===== config.mk =====
export PLATFORM = sky130hd
export DESIGN_NAME = sgtm_front
export DESIGN_NICKNAME = d
export VERILOG_FILES = /design/src/sv/skinny_gemm_tile_mac_defines.svh /design/src/sv/sgtm_pkg.sv /design/src/sv/sgtm_front.sv
export SDC_FILE = /design/constraint.sdc
export NUM_CORES = 1
export LEC_CHECK = 0
export BUFFER_PORTS_ARGS = -buffer_cell sky130_fd_sc_hd__buf_4
export CORE_AREA = 2 2 130 132
export DETAILED_ROUTE_END_ITERATION = 7
export DIE_AREA = 0 0 132 134
export PLACE_DENSITY = 0.65
export SYNTH_ARGS = -nofsm -noshare
export SYNTH_HDL_FRONTEND = slang
export SYNTH_SLANG_ARGS = --single-unit

===== constraint.sdc =====
create_clock -name clock -period 4.8 [get_ports clock]
set_input_delay 0.48 -clock clock [delete_from_list [all_inputs] [get_ports clock]]
set_output_delay 0.48 -clock clock [all_outputs]
set_load 0.005 [all_outputs]

===== src/sv/skinny_gemm_tile_mac_defines.svh =====
// Assertion macros for the skinny GEMM tile engine.
// Included by the files that carry concurrent assertions; no other dependencies.
`ifndef SKINNY_GEMM_TILE_MAC_DEFINES_SVH
`define SKINNY_GEMM_TILE_MAC_DEFINES_SVH

`ifndef SYNTH
`define SGTM_ASSERT_IMP(lbl, clk, rst, ante, cons, msg) \
   lbl: assert property (@(posedge clk) disable iff (rst) (ante) |-> (cons)) else $error(msg);
`define SGTM_ASSERT_NXT(lbl, clk, rst, ante, cons, msg) \
   lbl: assert property (@(posedge clk) disable iff (rst) (ante) |=> (cons)) else $error(msg);
`else
`define SGTM_ASSERT_IMP(lbl, clk, rst, ante, cons, msg)
`define SGTM_ASSERT_NXT(lbl, clk, rst, ante, cons, msg)
`endif

`endif


===== src/sv/sgtm_pkg.sv =====
// Shared types and constants of the skinny GEMM tile engine.
// Used by the front, queue, back and top-level modules.
package sgtm_pkg;

   localparam int TILE_ROWS   = 4;
   localparam int TILE_COLS   = 2;
   localparam int NUM_A       = 4;
   localparam int NUM_B       = 2;
   localparam int DATA_W      = 16;
   localparam int C_W         = 32;
   localparam int ACC_W       = 48;
   localparam int BPROD_W     = DATA_W + C_W;
   localparam int OFF_W       = 17;
   localparam int ROW_W       = 2;
   localparam int LD_W        = 16;
   localparam int CSR_ADDR_W  = 2;
   localparam int CSR_DATA_W  = 16;
   localparam int QUEUE_DEPTH = 4;
   localparam int QPTR_W      = $clog2(QUEUE_DEPTH);
   localparam int QCNT_W      = $clog2(QUEUE_DEPTH + 1);
   localparam int REQ_TDATA_W = 136;
   localparam int RSP_TDATA_W = 56;

   localparam logic [C_W-1:0] C_MAX = {1'b0, {(C_W-1){1'b1}}};
   localparam logic [C_W-1:0] C_MIN = {1'b1, {(C_W-1){1'b0}}};

   typedef enum logic {
      KIND_KSTEP  = 1'b0,
      KIND_FINISH = 1'b1
   } kind_type;

   typedef enum logic [CSR_ADDR_W-1:0] {
      CSR_BETA      = 2'd0,
      CSR_ROW_MAJOR = 2'd1,
      CSR_LEAD_DIM  = 2'd2,
      CSR_COLS      = 2'd3
   } csr_idx_type;

   typedef struct packed {
      logic signed [DATA_W-1:0] beta;
      logic                     row_major;
      logic [LD_W-1:0]          leading_dim;
      logic [1:0]               columns_in_use;
   } cfg_type;

   typedef struct packed {
      kind_type                         kind;
      logic [NUM_A-1:0][DATA_W-1:0]     a;
      logic [NUM_B-1:0][DATA_W-1:0]     b;
      logic [C_W-1:0]                   c_old;
      logic [ROW_W-1:0]                 row;
      logic                             col;
      logic                             tile_end;
      logic                             in_tile;
      logic [TILE_COLS-1:0]             col_en;
      logic [OFF_W-1:0]                 offset;
   } item_type;

   typedef struct packed {
      logic [C_W-1:0]   c_new;
      logic [ROW_W-1:0] row;
      logic             col;
      logic [OFF_W-1:0] offset;
   } rsp_type;

   typedef struct packed {
      logic full;
      logic empty;
   } qstat_type;

   typedef struct packed {
      logic s1_valid;
      logic s1_finish;
      logic advance;
   } bstat_type;

endpackage


===== src/sv/sgtm_front.sv =====
// Front end: takes request transactions, unpacks and classifies them, works out
// the C offset and lane enables. Depends on sgtm_pkg.
module sgtm_front (
   input  logic                               clock,
   input  logic                               reset,
   input  logic                               req_tvalid,
   output logic                               req_tready,
   input  logic [sgtm_pkg::REQ_TDATA_W-1:0]   req_tdata,
   input  logic                               req_tuser,
   input  logic                               req_tlast,
   input  sgtm_pkg::cfg_type                  cfg,
   input  logic                               q_full,
   output logic                               q_push,
   output sgtm_pkg::item_type                 q_item
);

   localparam int B_LSB   = sgtm_pkg::NUM_A * sgtm_pkg::DATA_W;
   localparam int C_LSB   = B_LSB + sgtm_pkg::NUM_B * sgtm_pkg::DATA_W;
   localparam int ROW_LSB = C_LSB + sgtm_pkg::C_W;
   localparam int COL_LSB = ROW_LSB + sgtm_pkg::ROW_W;

   logic               f_valid_ff, f_valid_in;
   sgtm_pkg::item_type f_item_ff, f_item_in;
   logic               accept;
   logic               two_cols;

   assign req_tready = !f_valid_ff || !q_full;
   assign accept     = req_tvalid && req_tready;
   assign q_push     = f_valid_ff && !q_full;
   assign q_item     = f_item_ff;
   assign two_cols   = (cfg.columns_in_use != 2'd1);

   always_comb begin
      f_item_in.kind = sgtm_pkg::kind_type'(req_tuser);
      for (int r = 0; r < sgtm_pkg::NUM_A; r++) begin
         f_item_in.a[r] = req_tdata[r*sgtm_pkg::DATA_W +: sgtm_pkg::DATA_W];
      end
      for (int c = 0; c < sgtm_pkg::NUM_B; c++) begin
         f_item_in.b[c] = req_tdata[B_LSB + c*sgtm_pkg::DATA_W +: sgtm_pkg::DATA_W];
      end
      f_item_in.c_old    = req_tdata[C_LSB +: sgtm_pkg::C_W];
      f_item_in.row      = req_tdata[ROW_LSB +: sgtm_pkg::ROW_W];
      f_item_in.col      = req_tdata[COL_LSB];
      f_item_in.tile_end = req_tlast;
      f_item_in.in_tile  = (32'(f_item_in.row) < sgtm_pkg::TILE_ROWS) &&
                           (32'(f_item_in.col) < sgtm_pkg::TILE_COLS);
      for (int c = 0; c < sgtm_pkg::TILE_COLS; c++) begin
         f_item_in.col_en[c] = (c < sgtm_pkg::NUM_B) && ((c == 0) || two_cols);
      end
      if (cfg.row_major) begin
         if (two_cols) begin
            f_item_in.offset = sgtm_pkg::OFF_W'({f_item_in.row, 1'b0}) +
                               sgtm_pkg::OFF_W'(f_item_in.col);
         end else begin
            f_item_in.offset = sgtm_pkg::OFF_W'(f_item_in.row) +
                               sgtm_pkg::OFF_W'(f_item_in.col);
         end
      end else begin
         if (f_item_in.col) begin
            f_item_in.offset = sgtm_pkg::OFF_W'(cfg.leading_dim) +
                               sgtm_pkg::OFF_W'(f_item_in.row);
         end else begin
            f_item_in.offset = sgtm_pkg::OFF_W'(f_item_in.row);
         end
      end
   end

   always_comb begin
      priority if (accept) begin
         f_valid_in = 1'b1;
      end else if (q_push) begin
         f_valid_in = 1'b0;
      end else begin
         f_valid_in = f_valid_ff;
      end
   end

   always_ff @(posedge clock) begin
      if (reset) begin
         f_valid_ff <= 1'b0;
      end else begin
         f_valid_ff <= f_valid_in;
      end
   end

   always_ff @(posedge clock) begin
      if (accept) begin
         f_item_ff <= f_item_in;
      end
   end

endmodule


==> run metrics, run 1 <==
final hold violation count 0; FF+latch count, synth 152; residual DRC count 0; Finished Cell Area 8270 um^2; largest cells by area after synthesis edfxtp_1 88%, nand2_1 1.0%, ha_1 0.98%, nor2_1 0.95%, xor2_1 0.85%; relative slew slack 0.439; H-tree depth 4; wirelength, routed 13,500 um; Synth warnings 0; area share of the largest cell type after synthesis 0.884; clk buf depth 2; vias in the first global route 3,553; # rows 47; Period minus WS final 2.12 ns; Sw Pwr 708 uW; vias per cell 4.30; Worst Path Arrival 2.17 ns; ant diodes 0; Synth Flop Type edfxtp_1; Worst setup SP type flop; # port buffers 308; Worst Path Max Fanout 61; Final HPWL DP 10,400 um; dpl cell area 7720 um^2; Clock power frac 0.400; clock transition at the registers of the reported paths 0.07 ns; worst-skew pair later-pin latency 0.41 ns; Pwr per Cell Area 378 nW/um^2; IO Count 332; first-pass iteration count of the detailed router 4; Die Height 134 um; gp weighted congestion 0.807; gr usage total 0.149; fin util 0.508; number of clock sinks 152; Worst Path Class, Setup flop to flop; Hold/Removal Path Class input port to flop; Final setup viols 0; number of enable flip-flop cells after synthesis 151; initial antenna violation count 1; TritonCTS clock tree built; switching portion of total power 0.227; CP required 4.84 ns; FFs w/ async S/R, synth 0; Slew @ Worst Pin 0.842 ns; max frequency 471 MHz; Inserted Clock Buffers 17; fin crit share 0.443; nets 754; cell taking the most area after synthesis edfxtp_1; share of cells above drive strength 1 0.590; hold buffers post-CTS 0; largest net degree at the start of global routing 62; unrepaired setup endpoints after global routing no; Synth Area in Compound Gates 0.0171; mux cell area share after synthesis 0.00415; mean area per synthesized cell 20.9 um^2; total gr overflow 0; proportion of power drawn by combinational gates 0.095; leak pwr 3.46 nW; first-pass GRT wire length 19,800 um; Routed Antenna Nets 0; Seq/Total Area, Yosys 0.888; Iteration-0 DRC Markers 127; root buf cell clkbuf_16; critical path capture point type flop; Post-CTS Setup Repair Bufs 0; top-count cell post-synth edfxtp_1; Die Wd 132 um; clock skew 0.00925 ns; Die ar. 17,700 um^2; total negative slack 0 ns; placed cell count 773; largest family of logic cells by synthesized area simple AND/OR/NAND/NOR gates; reg2reg setup slack 2.68 ns; effective utilization at floorplan 0.315; Post-Synth Simple-Gate Area 0.0537; adder-cell share of the synthesized area 0.0137; cells after synthesis 245; routed length per instance 16.8 um; Post-Syn Area 5130 um^2; final non-filler cell total 805; max-cap violations 0; Int Pwr 2.42 mW; sequential power share 0.505; synth cell count leaders 151 x edfxtp_1, 14 x nand2_1, 13 x nor2_1; Peak VDD IR 0.213 mV; total power 3.12 mW; final slew viol count 0; Layout area overhead 61.3%; status finished, final reports clean; vias post-DR 3,463; Post-CTS Resized 0; synth unique cells 35; Post-Synth XOR/XNOR Area 0.0154; Core Region 16,300 um^2
layout make-up:
class                           count  area [um^2]
Inverter                            5         18.8
Clock buffer                       17          425
Multi-Input combinational cell     86          543
Tap cell                          220          275
Clock inverter                     15          129
Timing Repair Buffer              310         2330
Fill cell                        1398         8020
Sequential cell                   152         4550
state kept, by name (all words and copies together) (netlist names):
| name | flops |
|---|---|
| q_item | 151 |
| f_valid_ff | 1 |
power by group through the flow:
| stage | Combinational [mW] | Sequential, mW | Clock [mW] |
|---|---|---|---|
| finish | 0.296 | 1.58 | 1.25 |
| CTS | 0.302 | 1.58 | 1.28 |
| detailed placement | 0.301 | 1.61 | 0 |
| global placement | 0.296 | 1.60 | 0 |
| global route | 0.321 | 1.58 | 1.33 |
| floorplan | 0.0497 | 1.62 | 0 |
metrics by stage:
stage | setup slack (ns) | hold WS [ns]
after floorplan | 0.242 | 0.465
after global placement | 2.42 | 0.481
after detailed placement | 2.36 | 0.497
after CTS | 2.64 | 0.195
after global routing | 2.51 | 0.193
final | 2.68 | 0.214
cells by family after synthesis:
kind of cell / Yosys count
other: 1
and+or+nand+nor: 53
xor gates and xnor gates: 9
muxes: 2
adders and majority gates: 5
DFF: 152
AOI/OAI and AO/OA: 15
buffers and inverters: 8
final timing paths:
kind | from | to | cells past startpoint
worst max-delay path | f_valid_ff | q_item[82] | 3
worst min-delay path | reset | f_valid_ff | 2
worst max register to register | f_valid_ff | q_item[82] | 3
worst min register to register | f_valid_ff | f_valid_ff | 2
worst max-delay path: stages (launching register included):
cell and delay (ns):
dfxtp_1 0.32, nand2_1 0.08, and2_4 0.69, buf_4 0.60
placed cells by master (no fill, tap or decap), drive strengths merged, types with 2 or more instances in the layout:
master / instances
nand3: 4
nand2: 14
nor3: 3
nor4: 2
buf: 310
and4: 2
inv: 15
clkbuf: 17
clkinvlp: 2
conb: 2
a31oi: 2
nand4: 2
nor2: 13
a21oi: 5
edfxtp: 151
nor2b: 4
ha: 4
clkinv: 3
o21ai: 5
xor2: 5
or3: 4
xnor2: 4
routing by layer:
metal / wire [um] / vias to the layer above / GRT usage
li1: - / 1606 / -
met1: 4920 / 1639 / 0.161
met2: 6870 / 191 / 0.252
met3: 1360 / 25 / 0.0680
met4: 359 / 2 / 0.0694
met5: 12 / - / 0
Note: power is estimated with default switching activity, not from simulation.
==> run 2: changes to the inputs <==
--- a/config.mk
+++ b/config.mk
@@ -5,11 +5,12 @@
 export SDC_FILE = /design/constraint.sdc
 export NUM_CORES = 1
 export LEC_CHECK = 0
+export ABC_AREA = 1
 export BUFFER_PORTS_ARGS = -buffer_cell sky130_fd_sc_hd__buf_4
-export CORE_AREA = 2 2 130 132
+export CORE_AREA = 2 2 127 129
 export DETAILED_ROUTE_END_ITERATION = 7
-export DIE_AREA = 0 0 132 134
-export PLACE_DENSITY = 0.65
+export DIE_AREA = 0 0 129 131
+export PLACE_DENSITY = 0.68
 export SYNTH_ARGS = -nofsm -noshare
 export SYNTH_HDL_FRONTEND = slang
 export SYNTH_SLANG_ARGS = --single-unit
==> constraint.sdc (replaced) <==
create_clock -name clock -period 1.9 [get_ports clock]
set_input_delay 0.19 -clock clock [delete_from_list [all_inputs] [get_ports clock]]
set_output_delay 0.19 -clock clock [all_outputs]
set_load 0.005 [all_outputs]
==> run metrics, run 2 <==
Largest delay share family, worst path buffers and inverters; largest net degree at the start of global routing 34 (-45%); # fillers 1,131 (-19%); final hold violation count 0 (unchanged); mean area per synthesized cell 18.5 um^2 (-12%); CP required 2.08 ns (-2.76 ns); Worst setup SP type input port; gr usage total 0.186 (+0.0364); effective utilization at floorplan 0.332 (+0.0170); fin crit share 0.909; clock skew 0.0105 ns (+0.00127 ns); Post-Syn Area 5180 um^2 (+0.93%); area share of the largest cell type after synthesis 0.876 (-0.00812); Period minus WS final 1.73 ns; number of enable flip-flop cells after synthesis 151 (unchanged); worst-skew pair later-pin latency 0.42 ns (about the same); DP Worst Slack 0.0389 ns (-2.32 ns); Routed Antenna Nets 0 (unchanged); critical path capture point type flop; # port buffers 308 (unchanged); residual DRC count 0 (unchanged); initial antenna violation count 0 (-1); cells after synthesis 280 (+14%); Inserted Clock Buffers 17 (unchanged); most frequent cells in the layout 314 x buf_4, 151 x edfxtp_1, 134 x dlygate4sd3_1; FF+latch count, synth 152 (unchanged); Final HPWL DP 10,800 um (+4.0%); most common cell after layout, fill and taps aside buf_4; Pwr per Cell Area 833 nW/um^2 (+120%); cell mode on critical path nand2_1; Die Wd 129 um (-2.3%); top-count cell post-synth edfxtp_1; Worst Path Arrival 1.91 ns (-0.26 ns); routed length per instance 16.6 um (-1.3%); max-cap violations 0 (unchanged); sequential cell area 4560 um^2 (about the same); cell taking the most area after synthesis edfxtp_1; crit path buf inv count 4 (+3); status finished, final reports clean; Worst Path Class, Setup input port to flop; final non-filler cell total 980 (+22%); max frequency 579 MHz; multi-input logic area 559 um^2 (+3.0%); ant diodes 0 (unchanged); synth unique cells 20 (-43%); nets 933 (+24%); hold slack 0.0758 ns (-0.138 ns); root buf cell clkbuf_16; Hold/Removal Path Class input port to flop; FFs w/ async S/R, synth 0 (unchanged); vias post-DR 4,231 (+22%); Worst Path Max Fanout 6 (-90%); slowest cell delay on critical path 0.53 ns (-0.16 ns); Largest register FFs 151 (unchanged); Core Region 15,600 um^2 (-4.2%); Synth Flop Type edfxtp_1; gp weighted congestion 0.813 (+0.71%); Synth warnings 0 (unchanged); Die Height 131 um (-2.2%); Peak VDD IR 0.517 mV (+140%); final slew viol count 0 (unchanged); Final setup viols 0 (unchanged); number of clock sinks 152 (unchanged); largest cells by area after synthesis edfxtp_1 88%, nand2_1 2.5%, nor2_1 2.2%, inv_1 1.4%, ha_1 0.97%; slowest stage cell, crit path dlygate4sd3_1; clock transition at the registers of the reported paths 0.07 ns (about the same); wirelength, routed 16,300 um (+20%); Seq/Total Area, Yosys 0.880 (-0.00816); Iteration-0 DRC Markers 180 (+42%); # rows 46 (-2.1%); vias in the first global route 4,338 (+22%); synth cell count leaders 151 x edfxtp_1, 35 x nand2_1, 30 x nor2_1; Layout area overhead 88.9%; share of cells above drive strength 1 0.469 (-0.121); total negative slack 0 ns (unchanged); Die ar. 16,900 um^2 (-4.5%); leak pwr 4.15 nW (+20%); first-pass GRT wire length 23,100 um (+16%); unrepaired setup endpoints after global routing no; vias per cell 4.32 (+0.36%); placed cell count 812 (+5.0%); IO Count 332 (unchanged); critical path, cell by cell dlygate4sd3_1 > buf_4 > inv_1 > fa_2 > inv_2 > nand2_2 > nor2_4 > and2_1 > nand2_1 > nand2_1 > nor2_1; first-pass iteration count of the detailed router 4 (unchanged); H-tree depth 4 (unchanged); clk buf depth 2 (unchanged); total gr overflow 0 (unchanged); final worst slack 0.174 ns (-2.50 ns); TritonCTS clock tree built
## run 2: cell families (layout without fill, tap and decap cells)
logic type | after synthesis | count (layout) | share of synthesized area
DFF | 152 | 152 | 0.880
and+or+nand+nor | 81 | 82 | 0.0670
buffers and inverters | 21 | 503 | 0.0167
AOI/OAI and AO/OA | 17 | 17 | 0.0172
adders and majority gates | 5 | 5 | 0.0135
xor gates and xnor gates | 3 | 3 | 0.00508
other | 1 | 2 | 0.000724
## run 2: what timing repair did
item                                   in CTS  in global routing
endpoints found under the hold margin     134                  0
gates resized for setup                     0                  2
setup buffers                               0                  1
hold buffers                              134                  0
setup endpoints to repair                   0                  2
## run 2: worst register-to-register path: cells and delay by family, from the launching register on
kind	cells	cell delay [ns]
AOI/OAI and AO/OA	1	0.27
buffers and inverters	2	0.51
DFF	1	0.34
## run 2: worst paths after layout
path / from / end / slack [ns] / depth (start not counted)
hold / removal: q_full / f_valid_ff / 0.08 / 3
hold reg to reg: f_valid_ff / f_valid_ff / 0.52 / 2
setup reg to reg: f_valid_ff / q_item[118] / 0.47 / 3
setup / recovery: req_tdata[129] / q_item[10] / 0.17 / 11
## run 2: layout make-up
class | count | area share
Clock buffer | 17 | 0.0435
Clock inverter | 15 | 0.0122
Inverter | 19 | 0.00729
Multi-Input combinational cell | 109 | 0.0572
Sequential cell | 152 | 0.466
Tap cell | 216 | 0.0276
Timing Repair Buffer | 452 | 0.386
## run 2: stage by stage
step                instance area, um^2   util  power, mW
detailed placement                 7880  0.505       4.86
finish                             9780  0.627       8.14
global route                       9780  0.627       8.43
floorplan                          5190      -       4.22
global placement                   7880  0.505       4.83
CTS                                9760  0.626       8.20
## run 2: power breakdown
group	total [mW]	switching [mW]	internal, mW
registers	3.99	0.0595	3.93
clock network	3.12	1.42	1.69
logic	1.04	0.387	0.656
## run 2: layer usage
layer | global-route usage | share of wire
met3 | 0.0521 | 0.066
met5 | 0 | 0
met1 | 0.187 | 0.35
met4 | 0.0831 | 0.022
met2 | 0.356 | 0.56
