**config.mk**
```make
export PLATFORM = sky130hd
export DESIGN_NAME = sgtm_queue
export DESIGN_NICKNAME = d
export VERILOG_FILES = /design/src/sv/skinny_gemm_tile_mac_defines.svh /design/src/sv/sgtm_pkg.sv /design/src/sv/sgtm_queue.sv
export SDC_FILE = /design/constraint.sdc
export NUM_CORES = 1
export LEC_CHECK = 0
export BUFFER_PORTS_ARGS = -buffer_cell sky130_fd_sc_hd__buf_4
export CORE_ASPECT_RATIO = 1.2
export CORE_UTILIZATION = 45
export CTS_CLUSTER_SIZE = 12
export DETAILED_ROUTE_END_ITERATION = 8
export PLACE_DENSITY = 0.63
export SYNTH_ARGS = -nofsm -noshare
export SYNTH_HDL_FRONTEND = slang
export SYNTH_SLANG_ARGS = --single-unit
```
**constraint.sdc**
```tcl
create_clock -name clock -period 8 [get_ports clock]
set_input_delay 0.4 -clock clock [delete_from_list [all_inputs] [get_ports clock]]
set_output_delay 0.4 -clock clock [all_outputs]
set_load 0.02 [all_outputs]
```
**src/sv/skinny_gemm_tile_mac_defines.svh**
```systemverilog
// Assertion macros for the skinny GEMM tile engine.
// Included by the files that carry concurrent assertions; no other dependencies.
`ifndef SKINNY_GEMM_TILE_MAC_DEFINES_SVH
`define SKINNY_GEMM_TILE_MAC_DEFINES_SVH

`ifndef SYNTH
`define SGTM_ASSERT_IMP(lbl, clk, rst, ante, cons, msg) \
   lbl: assert property (@(posedge clk) disable iff (rst) (ante) |-> (cons)) else $error(msg);
`define SGTM_ASSERT_NXT(lbl, clk, rst, ante, cons, msg) \
   lbl: assert property (@(posedge clk) disable iff (rst) (ante) |=> (cons)) else $error(msg);
`else
`define SGTM_ASSERT_IMP(lbl, clk, rst, ante, cons, msg)
`define SGTM_ASSERT_NXT(lbl, clk, rst, ante, cons, msg)
`endif

`endif

```
**src/sv/sgtm_pkg.sv**
```systemverilog
// Shared types and constants of the skinny GEMM tile engine.
// Used by the front, queue, back and top-level modules.
package sgtm_pkg;

   localparam int TILE_ROWS   = 4;
   localparam int TILE_COLS   = 2;
   localparam int NUM_A       = 4;
   localparam int NUM_B       = 2;
   localparam int DATA_W      = 16;
   localparam int C_W         = 32;
   localparam int ACC_W       = 48;
   localparam int BPROD_W     = DATA_W + C_W;
   localparam int OFF_W       = 17;
   localparam int ROW_W       = 2;
   localparam int LD_W        = 16;
   localparam int CSR_ADDR_W  = 2;
   localparam int CSR_DATA_W  = 16;
   localparam int QUEUE_DEPTH = 4;
   localparam int QPTR_W      = $clog2(QUEUE_DEPTH);
   localparam int QCNT_W      = $clog2(QUEUE_DEPTH + 1);
   localparam int REQ_TDATA_W = 136;
   localparam int RSP_TDATA_W = 56;

   localparam logic [C_W-1:0] C_MAX = {1'b0, {(C_W-1){1'b1}}};
   localparam logic [C_W-1:0] C_MIN = {1'b1, {(C_W-1){1'b0}}};

   typedef enum logic {
      KIND_KSTEP  = 1'b0,
      KIND_FINISH = 1'b1
   } kind_type;

   typedef enum logic [CSR_ADDR_W-1:0] {
      CSR_BETA      = 2'd0,
      CSR_ROW_MAJOR = 2'd1,
      CSR_LEAD_DIM  = 2'd2,
      CSR_COLS      = 2'd3
   } csr_idx_type;

   typedef struct packed {
      logic signed [DATA_W-1:0] beta;
      logic                     row_major;
      logic [LD_W-1:0]          leading_dim;
      logic [1:0]               columns_in_use;
   } cfg_type;

   typedef struct packed {
      kind_type                         kind;
      logic [NUM_A-1:0][DATA_W-1:0]     a;
      logic [NUM_B-1:0][DATA_W-1:0]     b;
      logic [C_W-1:0]                   c_old;
      logic [ROW_W-1:0]                 row;
      logic                             col;
      logic                             tile_end;
      logic                             in_tile;
      logic [TILE_COLS-1:0]             col_en;
      logic [OFF_W-1:0]                 offset;
   } item_type;

   typedef struct packed {
      logic [C_W-1:0]   c_new;
      logic [ROW_W-1:0] row;
      logic             col;
      logic [OFF_W-1:0] offset;
   } rsp_type;

   typedef struct packed {
      logic full;
      logic empty;
   } qstat_type;

   typedef struct packed {
      logic s1_valid;
      logic s1_finish;
      logic advance;
   } bstat_type;

endpackage

```
**src/sv/sgtm_queue.sv**
```systemverilog
// Short FIFO of decoded items between the front end and the back end.
// Depends on sgtm_pkg.
module sgtm_queue (
   input  logic                  clock,
   input  logic                  reset,
   input  logic                  push,
   input  sgtm_pkg::item_type    push_item,
   input  logic                  pop,
   output sgtm_pkg::item_type    head_item,
   output sgtm_pkg::qstat_type   stat
);

   sgtm_pkg::item_type            mem [sgtm_pkg::QUEUE_DEPTH];
   logic [sgtm_pkg::QPTR_W-1:0]   wr_ptr_ff, wr_ptr_in;
   logic [sgtm_pkg::QPTR_W-1:0]   rd_ptr_ff, rd_ptr_in;
   logic [sgtm_pkg::QCNT_W-1:0]   count_ff, count_in;

   localparam logic [sgtm_pkg::QPTR_W-1:0] LAST_PTR =
      sgtm_pkg::QPTR_W'(sgtm_pkg::QUEUE_DEPTH - 1);

   assign stat.full  = (count_ff == sgtm_pkg::QCNT_W'(sgtm_pkg::QUEUE_DEPTH));
   assign stat.empty = (count_ff == '0);
   assign head_item  = mem[rd_ptr_ff];

   always_comb begin
      wr_ptr_in = wr_ptr_ff;
      rd_ptr_in = rd_ptr_ff;
      count_in  = count_ff;
      if (push) begin
         wr_ptr_in = (wr_ptr_ff == LAST_PTR) ? '0 : wr_ptr_ff + 1'b1;
      end
      if (pop) begin
         rd_ptr_in = (rd_ptr_ff == LAST_PTR) ? '0 : rd_ptr_ff + 1'b1;
      end
      unique case ({push, pop})
         2'b10:   count_in = count_ff + 1'b1;
         2'b01:   count_in = count_ff - 1'b1;
         default: count_in = count_ff;
      endcase
   end

   always_ff @(posedge clock) begin
      if (reset) begin
         wr_ptr_ff <= '0;
         rd_ptr_ff <= '0;
         count_ff  <= '0;
      end else begin
         wr_ptr_ff <= wr_ptr_in;
         rd_ptr_ff <= rd_ptr_in;
         count_ff  <= count_in;
      end
   end

   always_ff @(posedge clock) begin
      if (push) begin
         mem[wr_ptr_ff] <= push_item;
      end
   end

endmodule

```
==> impl_table.tex, run 1 <==
\begin{tabular}{lr}
\hline
Metric & Value \\
\hline
\multicolumn{2}{l}{\textbf{GRT}} \\
\quad Initial antenna violation count & 2 \\
\quad Global Route Usage Sum & 0.177 \\
\quad Vias in the first global route & 11,500 \\
\quad Largest net degree at the start of global routing & 72 \\
\quad First-pass GRT wire length & 66,600 µm \\
\quad GRT Residual Overflow & 0 \\
\multicolumn{2}{l}{\textbf{Power}} \\
\quad VDD IR max & 0.000204 V \\
\quad Power share of the combinational group & 0.111 \\
\quad Part of the power in the clock network & 0.354 \\
\quad P\_int & 5510 µW \\
\quad Leakage power of the design & 0.00969 µW \\
\quad Flop pwr share & 0.535 \\
\quad Cell area power density & 244 nW/µm² \\
\quad Net switching fraction of the power & 0.215 \\
\quad Switching component of the power & 1510 µW \\
\multicolumn{2}{l}{\textbf{Clocking}} \\
\quad Clk Tree Root Cell & sky130\_fd\_sc\_hd\_\_clkbuf\_16 \\
\quad Clock insertion delay at the later pin of the skew report & 0.59 ns \\
\quad Number of clock buffers inserted by TritonCTS & 60 \\
\quad Post-CTS setup buffers & 0 \\
\quad Clock Tree Buf Depth & 3 \\
\quad H-tree levels & 2 \\
\quad Clock sink count & 621 \\
\quad CTS tree & done \\
\quad Clock-pin slew reported for the worst setup and hold paths after clock tree synthesis & 0.06 ns \\
\multicolumn{2}{l}{\textbf{Synth}} \\
\quad Count of flip-flops with a built-in enable after synthesis & 612 \\
\quad Syn Nets & 1,011 \\
\quad Average cell area after synthesis & 26.5 µm² \\
\quad Yosys warning count & 0 \\
\quad Main synth FF type & sky130\_fd\_sc\_hd\_\_edfxtp\_1 \\
\quad Cell variety after synth & 20 \\
\quad Yosys reg bits & 621 \\
\quad Summed instance area of the synthesized netlist & 22,500 µm² \\
\quad Part of the Yosys area used for sequential elements & 0.825 \\
\quad Post-Synthesis Cells & 847 \\
\quad Synth async-reset ratio & 0 \\
\multicolumn{2}{l}{\textbf{Timing}} \\
\quad Setup TNS after final layout & 0 ns \\
\quad Pins over their slew limit & 0 \\
\quad Maximum achievable frequency & 277 MHz \\
\quad Final Skew & 0.0144 ns \\
\quad Actual slew at the worst max-slew pin & 1.05 ns \\
\quad RSZ-0062 raised after global routing & no \\
\quad Number of setup violations in the final report & 0 \\
\quad Endpoints failing hold & 0 \\
\quad Min Tclk post-route & 3.62 ns \\
\quad Ratio of final minimum period to clock period & 0.452 \\
\quad Normalized max-slew margin & 0.301 \\
\multicolumn{2}{l}{\textbf{Layout}} \\
\quad Filler-free cell count of the finished design & 2,019 \\
\quad Finished Cell Area & 28,800 µm² \\
\quad Layout cells sized above 1 & 0.397 \\
\quad Syn-to-layout area delta & 27.9\% \\
\quad Count of nets after finishing & 1,516 \\
\multicolumn{2}{l}{\textbf{Routing}} \\
\quad TritonRoute pass-1 iters & 4 \\
\quad Violation count after the first detailed-route iteration & 378 \\
\quad Average wire per cell in the routed design & 21.9 µm \\
\quad Total via count after detailed routing & 10,500 \\
\quad Count of nets left with antenna violations after detail routing & 0 \\
\quad DRC violations left & 0 \\
\quad Routed via count divided by cell count & 5.20 \\
\quad Total Routed Length & 44,200 µm \\
\multicolumn{2}{l}{\textbf{Critical path}} \\
\quad Maximum fanout count along the critical path & 42 \\
\quad Most common cell type on the critical path & sky130\_fd\_sc\_hd\_\_buf\_4 \\
\quad List of cells traversed by the critical path & buf\_4 > mux4\_2 > buf\_4 \\
\quad Critical path class & reg2out \\
\quad Required time at the endpoint of the critical path & 7.60 ns \\
\quad Critical Path Start Type & register \\
\quad Worst Setup End Kind & primary output \\
\quad Critical-path top delay cell & sky130\_fd\_sc\_hd\_\_dfxtp\_4 \\
\quad Largest stage delay on the critical path & 0.93 ns \\
\quad Beginning of the worst register-to-register path & wr\_ptr\_ff[0] \\
\quad Arr. time, crit path & 3.22 ns \\
\multicolumn{2}{l}{\textbf{Floorplanning}} \\
\quad Vertical die dimension & 247 µm \\
\quad I/O pin count & 312 \\
\quad Core box area & 49,200 µm² \\
\quad Cell Rows & 89 \\
\quad Die extent in x & 206 µm \\
\quad Floorplan die area & 50,900 µm² \\
\quad Starting density of the core & 0.457 \\
\multicolumn{2}{l}{\textbf{Placed design}} \\
\quad IO buf count & 311 \\
\quad Cell area reported after detailed placement & 25,500 µm² \\
\quad Half-perimeter wire length of the detailed placement result & 25,800 µm \\
\quad Placed instance count & 1,773 \\
\quad Final RePlAce weighted congestion & 0.726 \\
\multicolumn{2}{l}{\textbf{Status}} \\
\quad Status & finished clean \\
\multicolumn{2}{l}{\textbf{Min path}} \\
\quad Worst Hold Launch & push \\
\quad Worst hold path class & in2reg \\
\multicolumn{2}{l}{\textbf{Run}} \\
\quad Max-capacitance violation count & 0 \\
\hline
\end{tabular}
## cell usage after synthesis, types with 2 or more instances
cell	instances	area share
sky130_fd_sc_hd__nor3b_1	2	0.00067
sky130_fd_sc_hd__clkbuf_1	6	0.0010
sky130_fd_sc_hd__mux2i_1	2	0.00089
sky130_fd_sc_hd__a21oi_1	4	0.00089
sky130_fd_sc_hd__xor2_1	2	0.00078
sky130_fd_sc_hd__ha_1	6	0.0033
sky130_fd_sc_hd__and2_1	4	0.0011
sky130_fd_sc_hd__buf_1	2	0.00033
sky130_fd_sc_hd__inv_1	7	0.0012
sky130_fd_sc_hd__nor2_1	7	0.0012
sky130_fd_sc_hd__dfxtp_1	9	0.0080
sky130_fd_sc_hd__edfxtp_1	612	0.82
sky130_fd_sc_hd__mux4_2	153	0.15
sky130_fd_sc_hd__buf_6	9	0.0045
sky130_fd_sc_hd__buf_2	17	0.0038
## path summary, 6_finish.rpt
kind	endpoint	slack, ns	cells after the start
worst max-delay path	head_item[100]	4.38	3
worst min-delay path	wr_ptr_ff[1]	0.12	3
worst max register to register	mem[3][105]	5.58	3
worst min register to register	count_ff[2]	0.51	2
## what timing repair did
item                                   in CTS  in global routing
resized for setup                           0                  0
endpoints found under the hold margin     620                  0
hold buffers                              154                  0
## per-layer routing
layer / vias to the layer above / GRT usage / share of wire
met2: 276 / 0.300 / 0.51
met5: - / 0 / 0
met3: 58 / 0.0513 / 0.065
met4: 0 / 0.0497 / 0.019
li1: 4655 / - / -
met1: 5504 / 0.222 / 0.41
## registers in the layout, summed over array words and instances (netlist names), named ones only
name	cells
mem	612
count_ff	3
rd_ptr_ff	2
wr_ptr_ff	2
## metrics by stage
stage	utilization	setup WS, ns	power (µW)	hold WS (ns)
after global placement	0.519	4.88	4550	0.489
after detailed placement	0.519	4.87	4560	0.500
after global routing	0.584	4.07	7280	0.0919
final	0.584	4.38	7020	0.120
after floorplan	-	3.43	4230	0.461
after CTS	0.584	4.21	7120	0.0835
## cell families (layout without fill, tap and decap cells)
logic type,Yosys count,count (layout),share of synthesized area
buf+inv,41,574,0.0108
flops,621,621,0.825
fa+ha+maj,7,7,0.00423
mux,155,155,0.154
simple gates,16,16,0.00373
other cells,0,2,0
compound gates,5,5,0.00111
xor+xnor,2,2,0.000779
## critical path, delay by kind of cell (launching register included)
family | cells | cell delay, ns
flip-flops | 1 | 0.93
buffers and inverters | 2 | 1.00
multiplexers | 1 | 0.62
## power by group through the flow
stage / combinational, µW / sequential (µW) / clock, µW
6_report: 781 / 3760 / 2480
5_1_grt: 834 / 3770 / 2670
4_1_cts: 797 / 3760 / 2560
3_5_place_dp: 730 / 3830 / 0
3_3_place_gp: 722 / 3820 / 0
2_1_floorplan: 412 / 3820 / 0
## placed cells by master (no fill, tap or decap)
cell and instances:
sky130_fd_sc_hd__nor2_1 7, sky130_fd_sc_hd__nor3b_1 2, sky130_fd_sc_hd__nor3_1 1, sky130_fd_sc_hd__clkbuf_8 2, sky130_fd_sc_hd__xor2_1 2, sky130_fd_sc_hd__dfxtp_1 7
sky130_fd_sc_hd__bufinv_16 1, sky130_fd_sc_hd__clkbuf_16 61, sky130_fd_sc_hd__clkbuf_1 19, sky130_fd_sc_hd__inv_1 7, sky130_fd_sc_hd__edfxtp_1 612, sky130_fd_sc_hd__buf_12 1
sky130_fd_sc_hd__o21ai_0 1, sky130_fd_sc_hd__clkinv_2 2, sky130_fd_sc_hd__or3_1 1, sky130_fd_sc_hd__ha_1 6, sky130_fd_sc_hd__buf_4 322, sky130_fd_sc_hd__mux4_2 153
sky130_fd_sc_hd__fa_1 1, sky130_fd_sc_hd__and2_4 4, sky130_fd_sc_hd__and3_1 1, sky130_fd_sc_hd__a21oi_1 4, sky130_fd_sc_hd__mux2i_1 2, sky130_fd_sc_hd__dfxtp_4 2
sky130_fd_sc_hd__diode_2 2, sky130_fd_sc_hd__clkinv_1 5, sky130_fd_sc_hd__dlygate4sd3_1 154
## layout make-up
type | instances | area (µm²)
diodes | 2 | 5.00
clock buffers | 82 | 1630
clock inverters | 8 | 58.8
fillers | 3598 | 20500
inverters | 7 | 26.3
multi-input cells | 185 | 3700
flip-flops and latches | 621 | 18600
well taps | 637 | 797
repair buffers | 477 | 3980
Note: power is estimated with default switching activity, not from simulation.
==> run 2: changes to the inputs <==
--- a/config.mk
+++ b/config.mk
@@ -5,12 +5,13 @@
 export SDC_FILE = /design/constraint.sdc
 export NUM_CORES = 1
 export LEC_CHECK = 0
+export ABC_AREA = 1
 export BUFFER_PORTS_ARGS = -buffer_cell sky130_fd_sc_hd__buf_4
 export CORE_ASPECT_RATIO = 1.2
 export CORE_UTILIZATION = 45
 export CTS_CLUSTER_SIZE = 12
 export DETAILED_ROUTE_END_ITERATION = 8
-export PLACE_DENSITY = 0.63
+export PLACE_DENSITY = 0.65
 export SYNTH_ARGS = -nofsm -noshare
 export SYNTH_HDL_FRONTEND = slang
 export SYNTH_SLANG_ARGS = --single-unit
==> constraint.sdc (replaced) <==
create_clock -name clock -period 2.9 [get_ports clock]
set_input_delay 0.145 -clock clock [delete_from_list [all_inputs] [get_ports clock]]
set_output_delay 0.145 -clock clock [all_outputs]
set_load 0.02 [all_outputs]
==> run 2 against run 1 <==
Die area grew 3.0%. Register-to-register slack got worse by 4.7 ns. First-iteration DRC count increased by 140%. Clock-buffer cell count grew 2. Sequential power grew to 2.8 times the previous value. Global-route usage rose by 2.8 points. Area after synthesis is 3.0% higher. Cell area increased by 2.3%. Critical path depth up 1. Critical path type unchanged. Largest cell class unchanged. Largest power group unchanged. Highest routed layer is now met5.
==> impl_table.tex, run 2 <==
\begin{tabular}{lr}
\hline
Metric & Value \\
\hline
\multicolumn{2}{l}{\textbf{Status}} \\
\quad Status & finished clean \\
\multicolumn{2}{l}{\textbf{Timing}} \\
\quad Final worst-path setup slack & 0.170 ns \\
\quad Endpoints failing hold & 0 \\
\quad Min Tclk post-route & 2.73 ns \\
\quad Normalized max-slew margin & 0.517 \\
\quad RSZ-0062 raised after global routing & no \\
\quad Maximum achievable frequency & 366 MHz \\
\quad Final Skew & 0.00824 ns \\
\quad Pins over their slew limit & 0 \\
\quad Actual slew at the worst max-slew pin & 0.722 ns \\
\quad Number of setup violations in the final report & 0 \\
\quad Ratio of final minimum period to clock period & 0.941 \\
\multicolumn{2}{l}{\textbf{Placed design}} \\
\quad Half-perimeter wire length of the detailed placement result & 30,800 µm \\
\quad Final RePlAce weighted congestion & 0.766 \\
\quad Cell area reported after detailed placement & 26,100 µm² \\
\quad Worst setup slack before clock tree synthesis & 0.840 ns \\
\quad IO buf count & 311 \\
\multicolumn{2}{l}{\textbf{Critical path}} \\
\quad Maximum fanout count along the critical path & 132 \\
\quad Worst Setup End Kind & primary output \\
\quad Worst reg-to-reg setup slack & 0.85 ns \\
\quad Beginning of the worst register-to-register path & wr\_ptr\_ff[1] \\
\quad Critical Path End & head\_item[102] \\
\quad Critical path class & reg2out \\
\quad Arr. time, crit path & 2.58 ns \\
\quad Critical Path Start Type & register \\
\quad Required time at the endpoint of the critical path & 2.76 ns \\
\quad R2R Path End & mem[1][128] \\
\quad Register-to-Register Path Depth & 5 \\
\multicolumn{2}{l}{\textbf{GRT}} \\
\quad Vias in the first global route & 14,300 \\
\quad Global Route Usage Sum & 0.205 \\
\quad Initial antenna violation count & 5 \\
\quad Largest net degree at the start of global routing & 139 \\
\quad GRT Residual Overflow & 0 \\
\quad First-pass GRT wire length & 82,200 µm \\
\multicolumn{2}{l}{\textbf{Power}} \\
\quad Power Total & 20,000 µW \\
\quad VDD IR max & 0.000485 V \\
\quad Cell area power density & 679 nW/µm² \\
\quad Leakage power of the design & 0.0103 µW \\
\multicolumn{2}{l}{\textbf{Floorplanning}} \\
\quad Cell Rows & 90 \\
\quad Starting density of the core & 0.458 \\
\quad Vertical die dimension & 251 µm \\
\quad Core box area & 50,600 µm² \\
\quad Die extent in x & 209 µm \\
\quad Floorplan die area & 52,400 µm² \\
\quad I/O pin count & 312 \\
\multicolumn{2}{l}{\textbf{Clocking}} \\
\quad Post-CTS setup buffers & 0 \\
\quad Clock insertion delay at the later pin of the skew report & 0.60 ns \\
\quad Number of clock buffers inserted by TritonCTS & 60 \\
\quad CTS tree & done \\
\quad Clk Tree Root Cell & sky130\_fd\_sc\_hd\_\_clkbuf\_16 \\
\quad Clock Tree Buf Depth & 3 \\
\quad Clock-pin slew reported for the worst setup and hold paths after clock tree synthesis & 0.06 ns \\
\quad CTS-repair resized insts & 0 \\
\quad Clock sink count & 621 \\
\quad H-tree levels & 2 \\
\multicolumn{2}{l}{\textbf{Synth}} \\
\quad Leading cell types by count after synthesis & sky130\_fd\_sc\_hd\_\_edfxtp\_1, sky130\_fd\_sc\_hd\_\_nor2\_1, sky130\_fd\_sc\_hd\_\_o21ai\_0 \\
\quad Cell with the most instances after synthesis & sky130\_fd\_sc\_hd\_\_edfxtp\_1 \\
\quad Dominant cell type by area after synthesis & sky130\_fd\_sc\_hd\_\_edfxtp\_1 \\
\quad Post-Synthesis Cells & 1,539 \\
\quad Yosys reg bits & 621 \\
\quad Yosys warning count & 0 \\
\quad Leading cell types by total area after synthesis & sky130\_fd\_sc\_hd\_\_edfxtp\_1, sky130\_fd\_sc\_hd\_\_o21ai\_0, sky130\_fd\_sc\_hd\_\_nor2\_1 \\
\quad Summed instance area of the synthesized netlist & 23,200 µm² \\
\quad Part of the Yosys area used for sequential elements & 0.801 \\
\quad Average cell area after synthesis & 15.1 µm² \\
\quad Cell variety after synth & 20 \\
\quad Yosys top cell area share & 0.793 \\
\quad Main synth FF type & sky130\_fd\_sc\_hd\_\_edfxtp\_1 \\
\quad Synth async-reset ratio & 0 \\
\quad Syn Nets & 1,703 \\
\quad Count of flip-flops with a built-in enable after synthesis & 612 \\
\multicolumn{2}{l}{\textbf{Min path}} \\
\quad Worst hold path class & in2reg \\
\multicolumn{2}{l}{\textbf{Layout}} \\
\quad Finished Cell Area & 29,400 µm² \\
\quad Flip-flop count of the largest register, all copies and words added & 612 \\
\quad Count of nets after finishing & 2,170 \\
\quad Most common cell after layout, fill and taps aside & sky130\_fd\_sc\_hd\_\_edfxtp\_1 \\
\quad Final standard cell utilization of the core & 0.582 \\
\quad Biggest registers after layout & mem x612, count\_ff x3 \\
\quad Syn-to-layout area delta & 27.0\% \\
\quad Most frequent cells in the layout & sky130\_fd\_sc\_hd\_\_edfxtp\_1, sky130\_fd\_sc\_hd\_\_buf\_4, sky130\_fd\_sc\_hd\_\_nor2\_1 \\
\quad Layout cells sized above 1 & 0.211 \\
\quad Most flop-heavy register & mem \\
\multicolumn{2}{l}{\textbf{Run}} \\
\quad Max-capacitance violation count & 0 \\
\multicolumn{2}{l}{\textbf{Routing}} \\
\quad Count of nets left with antenna violations after detail routing & 0 \\
\quad Total via count after detailed routing & 14,400 \\
\quad DRC violations left & 0 \\
\quad Total Routed Length & 54,500 µm \\
\quad TritonRoute pass-1 iters & 5 \\
\quad Routed via count divided by cell count & 5.37 \\
\quad Average wire per cell in the routed design & 20.3 µm \\
\quad Violation count after the first detailed-route iteration & 922 \\
\hline
\end{tabular}
run 2: kinds of logic (layout without fill, tap and decap cells):
logic type / after synthesis / count (layout) / share of synthesized area
AO/OA/AOI/OAI: 468 / 468 / 0.109
adder cells (fa/ha/maj): 7 / 7 / 0.00410
buffers and inverters: 118 / 616 / 0.0327
flip-flops: 621 / 621 / 0.801
other: 0 / 3 / 0
AND/OR/NAND/NOR: 325 / 325 / 0.0530
run 2: worst min path at each step:
stage                             start      endpoint  slack [ns]  cells after the start
after global placement            reset  wr_ptr_ff[0]        0.32                      2
after detailed placement          reset  wr_ptr_ff[0]        0.33                      2
after CTS                         reset  rd_ptr_ff[0]        0.25                      3
after global routing      push_item[11]    mem[3][11]        0.27                      2
after floorplan                   reset  wr_ptr_ff[0]        0.21                      1
final                     push_item[41]    mem[3][41]        0.29                      2
run 2: repair_timing:
action	in CTS	in global routing
endpoints found under the hold margin	621	0
hold buffers	157	0
setup endpoints to repair	0	0
run 2: through the flow:
step	setup TNS, ns	instances	hold WS (ns)
6_report	0	2684	0.292
5_1_grt	0	2684	0.269
4_1_cts	0	2681	0.247
3_5_place_dp	0	2431	0.330
3_3_place_gp	0	2431	0.322
2_1_floorplan	-229.40	1539	0.210
run 2: final cells by class:
| type | instances | area, µm² |
|---|---|---|
| antenna | 3 | 7.51 |
| clock buffer | 84 | 1610 |
| clock inverter | 9 | 87.6 |
| fill | 3854 | 21100 |
| inverter | 18 | 95.1 |
| multi-input combinational | 800 | 3870 |
| sequential | 621 | 18600 |
| tap | 644 | 806 |
| timing repair buffer | 505 | 4370 |
run 2: critical path, cell delays in order, from the launching register on:
cell                      delay [ns]
sky130_fd_sc_hd__dfxtp_4        0.64
sky130_fd_sc_hd__buf_12         0.47
sky130_fd_sc_hd__o21ai_0        0.21
sky130_fd_sc_hd__o22ai_1        0.34
sky130_fd_sc_hd__buf_4          0.21
run 2: layer usage:
metal	vias to the layer above	routed length [µm]	GRT usage
li1	6747	-	-
met1	7160	23300	0.275
met4	4	1060	0.0584
met5	-	30	0
met2	427	27200	0.344
met3	70	2930	0.0367
run 2: report_power, final:
group | switching (µW) | internal [µW]
combinational | 1620 | 1010
sequential | 94.8 | 10300
clock | 3010 | 3980
